File: src/sv/ubxr_pkg.sv
// Shared types and constants for the UBX frame receiver.
// No dependencies; imported by ubxr_parser and ubx_frame_receiver.
`default_nettype none

package ubxr_pkg;

  // Frame bytes
  localparam logic [7:0] SYNC1     = 8'hB5;
  localparam logic [7:0] SYNC2     = 8'h62;
  localparam logic [7:0] ACK_CLASS = 8'h05;
  localparam logic [7:0] ACK_ID    = 8'h01;

  // Result event codes
  localparam logic [2:0] EV_NONE = 3'd0;
  localparam logic [2:0] EV_DATA = 3'd1;
  localparam logic [2:0] EV_GOOD = 3'd2;
  localparam logic [2:0] EV_BAD  = 3'd3;
  localparam logic [2:0] EV_ACK  = 3'd4;

  // Configuration register indexes
  localparam logic [1:0] REG_EXPECT_ACK     = 2'd0;
  localparam logic [1:0] REG_EXPECTED_CLASS = 2'd1;
  localparam logic [1:0] REG_EXPECTED_ID    = 2'd2;

  typedef enum logic [13:0] {
    PH_IDLE  = 14'b00000000000001,
    PH_ACK0  = 14'b00000000000010,
    PH_ACK1  = 14'b00000000000100,
    PH_ACK2  = 14'b00000000001000,
    PH_ACK3  = 14'b00000000010000,
    PH_HDR0  = 14'b00000000100000,
    PH_HDR1  = 14'b00000001000000,
    PH_CLASS = 14'b00000010000000,
    PH_ID    = 14'b00000100000000,
    PH_LEN0  = 14'b00001000000000,
    PH_LEN1  = 14'b00010000000000,
    PH_DATA  = 14'b00100000000000,
    PH_CKA   = 14'b01000000000000,
    PH_CKB   = 14'b10000000000000
  } phase_t;

  typedef struct packed {
    logic       vld;
    logic [1:0] idx;
    logic [7:0] data;
  } cfg_wr_t;

  typedef struct packed {
    logic [2:0]  event_res;
    logic [7:0]  payload_byte;
    logic [15:0] payload_index;
    logic [15:0] frame_length;
  } res_t;

endpackage

`default_nettype wire

File: src/sv/ubxr_parser.sv
// Parser state, configuration registers and the per-word next-state logic.
// Depends on ubxr_pkg.
`default_nettype none

module ubxr_parser import ubxr_pkg::*; (
  input  wire logic       clk,
  input  wire logic       rst_n,
  input  wire logic       step,
  input  wire logic [7:0] rx_byte,
  input  wire cfg_wr_t    cfg_wr,
  output res_t            res
);

  logic        expect_ack_r, expect_ack_nxt;
  logic [7:0]  exp_class_r, exp_class_nxt;
  logic [7:0]  exp_id_r, exp_id_nxt;
  phase_t      phase_r, phase_nxt;
  logic [7:0]  sum_a_r, sum_a_nxt;
  logic [7:0]  sum_b_r, sum_b_nxt;
  logic [15:0] decl_len_r, decl_len_nxt;
  logic [15:0] left_r, left_nxt;
  logic [7:0]  rx_sum_a_r, rx_sum_a_nxt;

  logic [7:0]  sa_acc;
  logic [7:0]  sb_acc;
  logic [15:0] left_dec;
  logic [15:0] len_full;
  phase_t      search;

  assign sa_acc   = sum_a_r + rx_byte;
  assign sb_acc   = sum_b_r + sa_acc;
  assign left_dec = (left_r != 16'd0) ? left_r - 16'd1 : left_r;
  assign len_full = {rx_byte, decl_len_r[7:0]};
  assign search   = expect_ack_r ? PH_ACK0 : PH_HDR0;

  always_comb begin
    expect_ack_nxt = expect_ack_r;
    exp_class_nxt  = exp_class_r;
    exp_id_nxt     = exp_id_r;
    phase_nxt      = phase_r;
    sum_a_nxt      = sum_a_r;
    sum_b_nxt      = sum_b_r;
    decl_len_nxt   = decl_len_r;
    left_nxt       = left_r;
    rx_sum_a_nxt   = rx_sum_a_r;
    res            = '0;
    res.event_res  = EV_NONE;

    if (step) begin
      unique case (phase_r)
        PH_ACK0, PH_HDR0: begin
          if (rx_byte == SYNC1) begin
            phase_nxt = (phase_r == PH_ACK0) ? PH_ACK1 : PH_HDR1;
            sum_a_nxt = '0;
            sum_b_nxt = '0;
          end
        end
        PH_ACK1: phase_nxt = (rx_byte == SYNC2) ? PH_ACK2 : search;
        PH_HDR1: phase_nxt = (rx_byte == SYNC2) ? PH_CLASS : search;
        PH_ACK2: phase_nxt = (rx_byte == ACK_CLASS) ? PH_ACK3 : search;
        PH_ACK3: begin
          if (rx_byte == ACK_ID) begin
            res.event_res = EV_ACK;
            phase_nxt     = PH_IDLE;
          end else begin
            phase_nxt = search;
          end
        end
        PH_CLASS: begin
          sum_a_nxt = sa_acc;
          sum_b_nxt = sb_acc;
          phase_nxt = (rx_byte == exp_class_r) ? PH_ID : search;
        end
        PH_ID: begin
          sum_a_nxt = sa_acc;
          sum_b_nxt = sb_acc;
          phase_nxt = (rx_byte == exp_id_r) ? PH_LEN0 : search;
        end
        PH_LEN0: begin
          sum_a_nxt    = sa_acc;
          sum_b_nxt    = sb_acc;
          decl_len_nxt = {8'd0, rx_byte};
          phase_nxt    = PH_LEN1;
        end
        PH_LEN1: begin
          sum_a_nxt    = sa_acc;
          sum_b_nxt    = sb_acc;
          decl_len_nxt = len_full;
          left_nxt     = len_full;
          // empty payload skips straight to the checksum
          phase_nxt    = (len_full == 16'd0) ? PH_CKA : PH_DATA;
        end
        PH_DATA: begin
          sum_a_nxt         = sa_acc;
          sum_b_nxt         = sb_acc;
          res.event_res     = EV_DATA;
          res.payload_byte  = rx_byte;
          res.payload_index = decl_len_r - left_r;
          res.frame_length  = decl_len_r;
          left_nxt          = left_dec;
          if (left_dec == 16'd0) begin
            phase_nxt = PH_CKA;
          end
        end
        PH_CKA: begin
          rx_sum_a_nxt = rx_byte;
          phase_nxt    = PH_CKB;
        end
        PH_CKB: begin
          res.event_res    = (rx_sum_a_r == sum_a_r && rx_byte == sum_b_r) ? EV_GOOD : EV_BAD;
          res.frame_length = decl_len_r;
          phase_nxt        = search;
        end
        default: phase_nxt = PH_IDLE;
      endcase
    end

    if (cfg_wr.vld) begin
      unique case (cfg_wr.idx)
        REG_EXPECT_ACK: begin
          expect_ack_nxt = cfg_wr.data[0];
          phase_nxt      = cfg_wr.data[0] ? PH_ACK0 : PH_HDR0;
        end
        REG_EXPECTED_CLASS: exp_class_nxt = cfg_wr.data;
        REG_EXPECTED_ID:    exp_id_nxt    = cfg_wr.data;
        default: ;
      endcase
    end
  end

  always_ff @(posedge clk) begin
    if (!rst_n) begin
      expect_ack_r <= 1'b1;
      exp_class_r  <= '0;
      exp_id_r     <= '0;
      phase_r      <= PH_ACK0;
      sum_a_r      <= '0;
      sum_b_r      <= '0;
      decl_len_r   <= '0;
      left_r       <= '0;
      rx_sum_a_r   <= '0;
    end else begin
      expect_ack_r <= expect_ack_nxt;
      exp_class_r  <= exp_class_nxt;
      exp_id_r     <= exp_id_nxt;
      phase_r      <= phase_nxt;
      sum_a_r      <= sum_a_nxt;
      sum_b_r      <= sum_b_nxt;
      decl_len_r   <= decl_len_nxt;
      left_r       <= left_nxt;
      rx_sum_a_r   <= rx_sum_a_nxt;
    end
  end

endmodule

`default_nettype wire

File: src/sv/ubx_frame_receiver.sv
// Top level of the UBX frame receiver: input word register, parser, result register.
// Depends on ubxr_pkg and ubxr_parser.
//
//   channel  direction  handshake              payload
//   in_      sink       in_valid / in_ready    in_rx_byte
//   out_     source     out_valid / out_ready  out_event_res, out_payload_byte,
//                                              out_payload_index, out_frame_length
//   cfg_     sink       cfg_valid / cfg_ready  cfg_index, cfg_data
//
// Every input word gives exactly one result word: it is held in the input register,
// then the parser logic loads the result register once that is free or being taken,
// which raises out_valid. Sustained rate is one word per cycle while out_ready is high;
// the parser step is the only loop.
// A stall on out_ready holds the result register and then the input register;
// in_ready drops only when both are full and out_ready is low. cfg_ready is always high.
// Reset (rst_n low, synchronous) arms acknowledge mode and empties both registers.
`default_nettype none

module ubx_frame_receiver import ubxr_pkg::*; (
  input  wire logic        clk,
  input  wire logic        rst_n,

  input  wire logic        in_valid,
  output logic             in_ready,
  input  wire logic [7:0]  in_rx_byte,

  output logic             out_valid,
  input  wire logic        out_ready,
  output logic [2:0]       out_event_res,
  output logic [7:0]       out_payload_byte,
  output logic [15:0]      out_payload_index,
  output logic [15:0]      out_frame_length,

  input  wire logic        cfg_valid,
  output logic             cfg_ready,
  input  wire logic [1:0]  cfg_index,
  input  wire logic [7:0]  cfg_data
);

  logic       in_vld_r;
  logic [7:0] in_byte_r;
  logic       out_vld_r;
  res_t       out_r;
  res_t       res;
  logic       advance;
  cfg_wr_t    cfg_wr;

  // advance the held word into the parser whenever the result register is free or being taken
  assign advance  = in_vld_r && (!out_vld_r || out_ready);
  assign in_ready = !in_vld_r || advance;

  assign cfg_ready   = 1'b1;
  assign cfg_wr.vld  = cfg_valid;
  assign cfg_wr.idx  = cfg_index;
  assign cfg_wr.data = cfg_data;

  ubxr_parser u_parser (
    .clk     (clk),
    .rst_n   (rst_n),
    .step    (advance),
    .rx_byte (in_byte_r),
    .cfg_wr  (cfg_wr),
    .res     (res)
  );

  // input word register
  always_ff @(posedge clk) begin
    if (!rst_n) begin
      in_vld_r <= 1'b0;
    end else if (in_ready) begin
      in_vld_r <= in_valid;
    end
  end

  always_ff @(posedge clk) begin
    if (in_valid && in_ready) begin
      in_byte_r <= in_rx_byte;
    end
  end

  // result register: load on advance, drop once taken
  always_ff @(posedge clk) begin
    if (!rst_n) begin
      out_vld_r <= 1'b0;
    end else if (advance) begin
      out_vld_r <= 1'b1;
    end else if (out_ready) begin
      out_vld_r <= 1'b0;
    end
  end

  always_ff @(posedge clk) begin
    if (advance) begin
      out_r <= res;
    end
  end

  assign out_valid         = out_vld_r;
  assign out_event_res     = out_r.event_res;
  assign out_payload_byte  = out_r.payload_byte;
  assign out_payload_index = out_r.payload_index;
  assign out_frame_length  = out_r.frame_length;

endmodule

`default_nettype wire
File: config.mk
export PLATFORM = sky130hd
export DESIGN_NAME = ubx_frame_receiver
export DESIGN_NICKNAME = d
export VERILOG_FILES = /design/src/sv/ubxr_pkg.sv /design/src/sv/ubxr_parser.sv /design/src/sv/ubx_frame_receiver.sv
export SDC_FILE = /design/constraint.sdc
export NUM_CORES = 1
export LEC_CHECK = 0
export BUFFER_PORTS_ARGS = -buffer_cell sky130_fd_sc_hd__buf_4
export CAP_MARGIN = 0
export CORE_MARGIN = 2
export CORE_UTILIZATION = 54
export DETAILED_ROUTE_END_ITERATION = 6
export PLACE_DENSITY = 0.76
export SLEW_MARGIN = 15
export SYNTH_ARGS = -nofsm -noshare
export SYNTH_HDL_FRONTEND = slang
export SYNTH_HIERARCHICAL = 1
export SYNTH_SLANG_ARGS = --single-unit
export TNS_END_PERCENT = 1
File: constraint.sdc
create_clock -name clk -period 5.6 [get_ports clk]
set_clock_uncertainty 0.2 [all_clocks]
set_input_delay 1.68 -clock clk [delete_from_list [all_inputs] [get_ports clk]]
set_output_delay 1.68 -clock clk [all_outputs]
set_load 0.02 [all_outputs]
-- Yosys cells after proc, flatten, opt, wreduce, memory -nomap -nowiden
Cells that the tools add are included.
- add/subtract/negate cells: 4
- equality and inequality tests: 24
- multiplexer cells: 27
- bitwise gates (word level): 1
- reductions and logical operators: 26
- operator list (kind ; count):
    14-bit one-hot mux with 12 select lines ; 1
    14-bit two-way mux ; 11
    16-bit one-hot mux with 2 select lines ; 2
    8-bit == test ; 4
    16-bit logical NOT ; 2
    8-bit one-hot mux with 2 select lines ; 2
    8-bit adder ; 2
    16-bit two-way mux ; 1
    16-bit nonzero test ; 1
    16-bit by 1-bit subtractor with 16-bit output (second input constant) ; 1
    16-bit subtractor ; 1
    14-bit by 10-bit == test with 1-bit output (second input constant) ; 1
    14-bit by 11-bit == test with 1-bit output (second input constant) ; 1
    14-bit by 12-bit == test with 1-bit output (second input constant) ; 1
    14-bit by 13-bit == test with 1-bit output (second input constant) ; 1
    14-bit == test (second input constant) ; 1
    14-bit by 2-bit == test with 1-bit output (second input constant) ; 1
    14-bit by 3-bit == test with 1-bit output (second input constant) ; 1
    14-bit by 4-bit == test with 1-bit output (second input constant) ; 1
    14-bit by 5-bit == test with 1-bit output (second input constant) ; 1
    14-bit by 6-bit == test with 1-bit output (second input constant) ; 1
    14-bit by 7-bit == test with 1-bit output (second input constant) ; 1
    14-bit by 8-bit == test with 1-bit output (second input constant) ; 1
    14-bit by 9-bit == test with 1-bit output (second input constant) ; 1
    other kinds (24) ; 41
- bits in registers: 140

-- Depth between registers and ports, before layout
Gate-level depths: netlist of the first run.
- depth after elaboration: 8
- mapped depth: 13
- gate-level depth less buffers: 13

-- Hierarchy
The synthesis of the first run kept the hierarchy.
- modules (own cells, without submodules) (module ; times used ; cells each ; area each (µm²) ; seq. area each (µm²)):
    ubxr_parser ; 1 ; 752 ; 6017.0 ; 1741.7
    ubx_frame_receiver ; 1 ; 62 ; 1646.6 ; 1571.5

-- Least setup slack after synthesis of the first run
No wires, ideal clock.
- kind: input-to-reg
- from: input port out_ready
- to: register u_parser.decl_len_r[7]
- data arrival time: 5.078 ns
- data required time: 5.272 ns
- slack: 0.195 ns
- stages: 9
- buffers on the path: 3
- cell sequence: nor2b_4 nor2b_1 clkbuf_1 nand3_1 or3_1 clkbuf_1 buf_1 mux2i_1 nor2_1
- word-level cells in the longest chain between the ends: 3
- RTL lines (item ; line ; text):
    start, declared ; ubx_frame_receiver.sv:28 ; input wire logic out_ready,
    1-bit logical OR ; ubx_frame_receiver.sv:49 ; assign advance = in_vld_r && (!out_vld_r || out_ready);
    1-bit logical AND ; ubx_frame_receiver.sv:49 ;
    named net advance ; ubx_frame_receiver.sv:45 ; logic advance;
    3-bit AND reduction (no source line) ; - ;
    end signal, assigned ; ubxr_parser.sv:149 ; decl_len_r <= decl_len_nxt;
    end, declared ; ubxr_parser.sv:20 ; logic [15:0] decl_len_r, decl_len_nxt;
The timed path passes the listed nets, and every way through them passes these cells.
A chain may end at the register's enable or synchronous reset.

-- Final worst setup path of the first run
- from: input port out_ready
- to: output port in_ready
- word-level cells in the longest chain between the ends: 3
- RTL lines (item ; line ; text):
    1-bit logical OR ; ubx_frame_receiver.sv:49 ;
    1-bit logical AND ; ubx_frame_receiver.sv:49 ;
    1-bit logical OR ; ubx_frame_receiver.sv:50 ; assign in_ready = !in_vld_r || advance;
    end, declared ; ubx_frame_receiver.sv:24 ; output logic in_ready,
Every way passes these cells.

==> flow_summary.toml, run 1 <==
[sta]
post-route-period-util_pct = 71.3
setup-tns-final_ns = 0
slew_headroom_pct = 36.6
rsz0062_at_grt = "no"
setup_viol = 0
tightest_slew_ns = 0.948
final_max_slew_viol_count = 0
layout_setup_ws_ns = 1.61
period_minus_slack_ns = 3.99
max_freq_mhz = 251
hold_viol = 0

[yosys]
synth_cells = 814
synth_area_mm2 = 0.00766
synth_ff_type = "dfxtp_1"
synth_edf_count = 51
async_flop_share_pct = 0
syn-num-nets = 871
synth_seq_area_share_pct = 43.2
synth_seq_cells = 140
yosysUniqueCellTypes = 78
yosysWarnings = 6
avgSynthCellArea_um2 = 9.41

[critical_path]
crit_required_ns = 3.72
path_class = "in2out"
start_kind = "input port"
worst_ep_arrival_time_ns = 2.11
worstReg2RegStart = "in_byte_r[1]"
r2r_slack_ns = 1.86
startpoint = "out_ready"
worst_setup_path_end_kind = "output port"
setup.worst_path.end = "in_ready"
path_max_fanout = 2
r2r_cells = 12
worst_r2r_endpoint = "u_parser/sum_b_r[7]"

[routing]
dr.pass1.iters = 5
vias_per_cell = 6.02
first_iter_violations = 635
routed_wl_mm = 19.0
dr_total_vias = 6353
ant_nets = 0
drc = 0
wire_per_inst_um = 18.0

[final_layout]
antenna_cells = 0
drive_gt1_share_pct = 14.5
n_fill_cell = 1118
nets = 920
area_growth_pct = 15.7

[clocking]
cts_tree = "done"
cts.clk_slew.worst_paths_ns = 0.06
clock_sinks = 140
h-tree-depth = 4
clock_path_buffers = 2
cts_buffers = 17
cts_setup_buffers = 0
clk_latency_ns = 0.43
ctsHoldBuffers = 0
cts_root_buf = "clkbuf_16"
cts_resized = 0

[global_route]
grt_pass1_wl_mm = 30.4
track_usage_pct = 26.2
grt_pass1_vias = 6005
grt_overflow = 0
antenna_found_initial = 0
grt_max_degree = 53

[pwr]
seq_power_share_pct = 44.9
irDropWorstVdd_uv = 192
pwr-share-comb_pct = 8.1
p_per_area_mw_per_mm2 = 277
switching_share_pct = 23.1
p_switching_mw = 0.567
p_leak_nw = 3.56
internal-power_mw = 1.89
pwr-share-clk_pct = 47.0

[hold_path]
holdCritPathClass = "reg2reg"

[placed_design]
routabilityCongestion = 0.928
portBuffers = 67
place_ws_ns = 1.60
dp_hpwl_mm = 13.2

[floorplan]
core_mm2 = 0.0139
io_pins = 69
initial_core_util_pct = 55.2
die_x_um = 123
row_count = 43
die_h_um = 123
dieArea_mm2 = 0.0152

[job]
max-cap-violations = 0

[outcome]
status = "finished, final reports clean"
[flip-flops by register name (all words and copies together) (netlist names), 3 cells and up]
| register | cells |
|---|---|
| u_parser/exp_id_r | 8 |
| u_parser/sum_b_r | 8 |
| u_parser/phase_r | 14 |
| u_parser/left_r | 16 |
| in_byte_r | 8 |
| u_parser/sum_a_r | 8 |
| u_parser/decl_len_r | 16 |
| u_parser/exp_class_r | 8 |
| out_event_res | 3 |
| u_parser/rx_sum_a_r | 8 |
| out_payload_byte | 8 |
| out_payload_index | 16 |
| out_frame_length | 16 |
[synth_stat cells, drive strengths merged (4+ instances only)]
library cell,n,area (µm²)
nand2,52,200
nor4b,4,35.0
nor3,17,90.1
and3,14,87.6
nor4,13,109
inv,27,101
xor2,12,105
clkbuf,36,136
nor3b,4,35.0
a21oi,56,280
ha,31,388
a221oi,4,35.0
o21bai,4,30.0
nand4b,4,41.3
o22ai,9,56.3
a31oi,5,31.3
o21a,5,37.5
o21ai,33,176
and2,18,113
a211oi,6,45.0
edfxtp,51,1530
or4,7,56.3
a22oi,15,113
xnor2,51,447
mux2i,35,350
nand4,15,93.8
dfxtp,89,1780
nor2b,7,51.3
nand3b,5,50.1
buf,6,46.3
nand2b,7,46.3
nor2,100,378
a21o,9,67.6
nand3,23,115
[how the worst min path moves through the flow]
| stage | from | end | slack (ns) | cells after the start |
|---|---|---|---|---|
| 5_1_grt | u_parser/expect_ack_r | u_parser/expect_ack_r | 0.31 | 1 |
| 3_3_place_gp | u_parser/expect_ack_r | u_parser/expect_ack_r | 0.25 | 1 |
| 6_report | u_parser/expect_ack_r | u_parser/expect_ack_r | 0.28 | 1 |
| 2_1_floorplan | u_parser/expect_ack_r | u_parser/expect_ack_r | 0.24 | 1 |
| 3_5_place_dp | u_parser/expect_ack_r | u_parser/expect_ack_r | 0.26 | 1 |
| 4_1_cts | u_parser/expect_ack_r | u_parser/expect_ack_r | 0.28 | 1 |
[metal layers]
metal,share of wire [%],global-route usage (%)
met2,47,42.2
met3,7.3,6.04
met4,2.3,11.6
met5,0,0
met1,44,33.5
[worst max-delay path, stage by stage]
cell	delay [ns]
buf_4	0.12
nand3b_4	0.15
buf_4	0.16
[final cells by class]
class / count / area, µm² / area share (%)
sequential: 140 / 3310 / 37.4
multi-input combinational: 604 / 4070 / 45.9
clock inverter: 12 / 141 / 1.60
timing repair buffer: 72 / 541 / 6.10
inverter: 28 / 105 / 1.19
clock buffer: 20 / 468 / 5.28
tap: 180 / 225 / 2.54
[cells by family (layout without fill, tap and decap cells)]
group,after synthesis,after routing,share of synthesized area [%]
muxes,35,35,4.57
xor gates and xnor gates,63,63,7.20
AOI/OAI and AO/OA,171,171,14.5
adders and majority gates,34,34,5.84
and+or+nand+nor,300,300,20.9
DFF,140,140,43.2
other,1,1,0.0489
buffers and inverters,70,132,3.75
[placed cells by master (no fill, tap or decap), types with 9 or more instances in the layout]
cell       netlist  routed
ha_1            31      31
xnor2_1         51      51
mux2i_1         35      35
o21ai_0         31      31
nand2_1         50      50
a21oi_1         56      56
a22oi_1         15      15
and2_1          18      18
nor2_1          99      99
buf_4            2      72
nand4_1         15      15
and3_1          14      14
a21o_1           9       9
edfxtp_1        51      51
o22ai_1          9       9
clkbuf_16        0      18
nor3_1          16      16
nor4_1          10      10
inv_1           27      27
nand3_1         23      23
xor2_1          12      12
dfxtp_1         89      89
[power by group through the flow]
stage	logic (mW)	registers, mW	clock network (mW)
after floorplan	0.128	1.13	0
after global placement	0.192	1.12	0
after detailed placement	0.195	1.13	0
after CTS	0.197	1.10	1.17
after global routing	0.215	1.11	1.22
final	0.199	1.10	1.15
[stage by stage]
step	utilization, %	cell area, µm²	cells	power (mW)	hold slack [ns]
after floorplan	-	7660	814	1.25	0.239
after global placement	59.5	8250	1024	1.32	0.248
after detailed placement	59.5	8250	1024	1.32	0.262
after CTS	63.9	8860	1056	2.47	0.276
after global routing	63.9	8860	1056	2.54	0.309
final	63.9	8860	1056	2.46	0.283
Power figures use the tool's default switching activity.
==> run 2, diff against run 1 <==
clock period = 3.3 ns   (was 5.6 ns; I/O delays follow)
==> run 2 against run 1 <==
Combinational power increased by 86%. Final cell count is 1.9% higher. Critical path depth grew 10. Sequential cell count unchanged. Largest cell class unchanged. Register-to-register slack got worse by 1.8 ns. Setup slack worse by 1.6 ns. Cell area is 1.7% higher.
==> flow_summary.toml, run 2 (synthesis results as in run 1) <==
[sta]
post-route-period-util_pct = 98.5
setup-tns-final_ns = 0
hold_viol = 0
tightest_slew_ns = 0.967
final_max_slew_viol_count = 0
layout_setup_ws_ns = 0.0480
slew_headroom_pct = 35.3
period_minus_slack_ns = 3.25
setup_viol = 0
max_freq_mhz = 308
rsz0062_at_grt = "yes"

[final_layout]
drive_gt1_share_pct = 17.1
final_cell_mix = "nor2_1 (99), buf_4 (92), dfxtp_1 (89)"
area_growth_pct = 17.7
final_common_cell = "nor2_1"
instances_no_fill = 1076
antenna_cells = 0
nets = 940

[pwr]
pwr-share-comb_pct = 8.9
pwr-share-clk_pct = 46.4
p_per_area_mw_per_mm2 = 461
internal-power_mw = 3.16
seq_power_share_pct = 44.7
irDropWorstVdd_uv = 390
p_switching_mw = 0.993
switching_share_pct = 23.9
p_leak_nw = 3.64

[floorplan]
row_count = 43
die_x_um = 123
core_mm2 = 0.0139
die_h_um = 123
dieArea_mm2 = 0.0152
initial_core_util_pct = 55.2
io_pins = 69

[critical_path]
cp_slowest_stage_delay_ns = 0.41
cp_top_family = "compound AO/OA/AOI/OAI gates"
slowest_stage = "edfxtp_1"
path_class = "reg2reg"
path_buf_inv = 0
cp_cell_sequence = "ha_2, fa_1, a21o_1, a21oi_2, xnor2_1, ha_1, o21ai_0, o21bai_1, a21o_1, a21oi_2, or4_1, o311ai_1, o31a_1"
path_max_fanout = 3
crit_required_ns = 3.46
worst_setup_path_end_kind = "register"
worst_ep_arrival_time_ns = 3.41
start_kind = "register"

[routing]
dr_total_vias = 6518
routed_wl_mm = 19.7
vias_per_cell = 6.06
first_iter_violations = 567
wire_per_inst_um = 18.3
drc = 0
dr.pass1.iters = 6
ant_nets = 0

[clocking]
clock_sinks = 140
clk_latency_ns = 0.42
h-tree-depth = 4
cts_tree = "done"
cts_buffers = 17
clock_path_buffers = 2
ctsHoldBuffers = 0
cts.clk_slew.worst_paths_ns = 0.06
cts_root_buf = "clkbuf_16"

[job]
max-cap-violations = 0

[outcome]
status = "finished, final reports clean"

[global_route]
antenna_found_initial = 0
grt_pass1_vias = 6145
track_usage_pct = 26.8
grt_max_degree = 40
grt_overflow = 0
grt_pass1_wl_mm = 31.2

[placed_design]
place_ws_ns = -0.0583
dp_hpwl_mm = 13.8
portBuffers = 67
routabilityCongestion = 0.969
dp_cells = 1043

[hold_path]
holdCritPathClass = "reg2reg"
## run 2: cell types whose count changed in the layout (fill, tap and decap cells not counted), sizes merged
cell,change
buf,+20
clkbuf,-3
clkinvlp,+3
clkinv,+1
inv,-1
## run 2: what timing repair did
action	CTS	global route
gates resized for setup	2	2
setup buffers	1	0
pin swaps	2	2
setup endpoints to repair	1	2
gates cloned	0	0
## run 2: area by class of cell
class | instances | area (µm²)
Clock buffer | 17 | 425
Clock inverter | 15 | 174
Fill cell | 1127 | 4860
Inverter | 28 | 105
Multi-Input combinational cell | 604 | 4080
Sequential cell | 140 | 3310
Tap cell | 180 | 225
Timing Repair Buffer | 92 | 691
## run 2: power groups by stage
stage                     Combinational, mW  Sequential [mW]  Clock [mW]
final                                 0.370             1.86        1.93
after global routing                  0.398             1.86        2.03
after CTS                             0.365             1.86        1.94
after detailed placement              0.361             1.89           0
after global placement                0.354             1.89           0
after floorplan                       0.219             1.91           0
## run 2: worst register-to-register path, cell delays in order (launching register included)
cell	delay, ns
edfxtp_1	0.41
ha_2	0.22
fa_1	0.39
a21o_1	0.20
a21oi_2	0.17
xnor2_1	0.11
ha_1	0.30
o21ai_0	0.08
o21bai_1	0.22
a21o_1	0.16
a21oi_2	0.07
or4_1	0.40
o311ai_1	0.10
o31a_1	0.15
## run 2: path summary, 6_finish.rpt
| check | startpoint | endpoint | slack (ns) | cells past startpoint |
|---|---|---|---|---|
| min | u_parser/expect_ack_r | u_parser/expect_ack_r | 0.27 | 1 |
| max | in_byte_r[0] | u_parser/sum_b_r[7] | 0.05 | 13 |
| min reg2reg | u_parser/expect_ack_r | u_parser/expect_ack_r | 0.27 | 1 |
| max reg2reg | in_byte_r[0] | u_parser/sum_b_r[7] | 0.05 | 13 |
## run 2: metrics by stage
stage                     power (mW)  util (%)  area (µm²)  hold slack [ns]
final                           4.15      65.0        9020            0.270
after global routing            4.29      65.0        9020            0.300
after CTS                       4.17      64.9        9010            0.274
after detailed placement        2.25      60.5        8400            0.261
after global placement          2.24      60.5        8400            0.250
after floorplan                 2.13         -        7680            0.239
## run 2: routing by layer
layer / GRT usage, % / up-vias / share of wire, %
li1: - / 3082 / -
met5: 0 / - / 0
met1: 33.1 / 3105 / 43
met4: 10.5 / 0 / 2.3
met3: 6.04 / 35 / 7.1
met2: 45.3 / 296 / 48
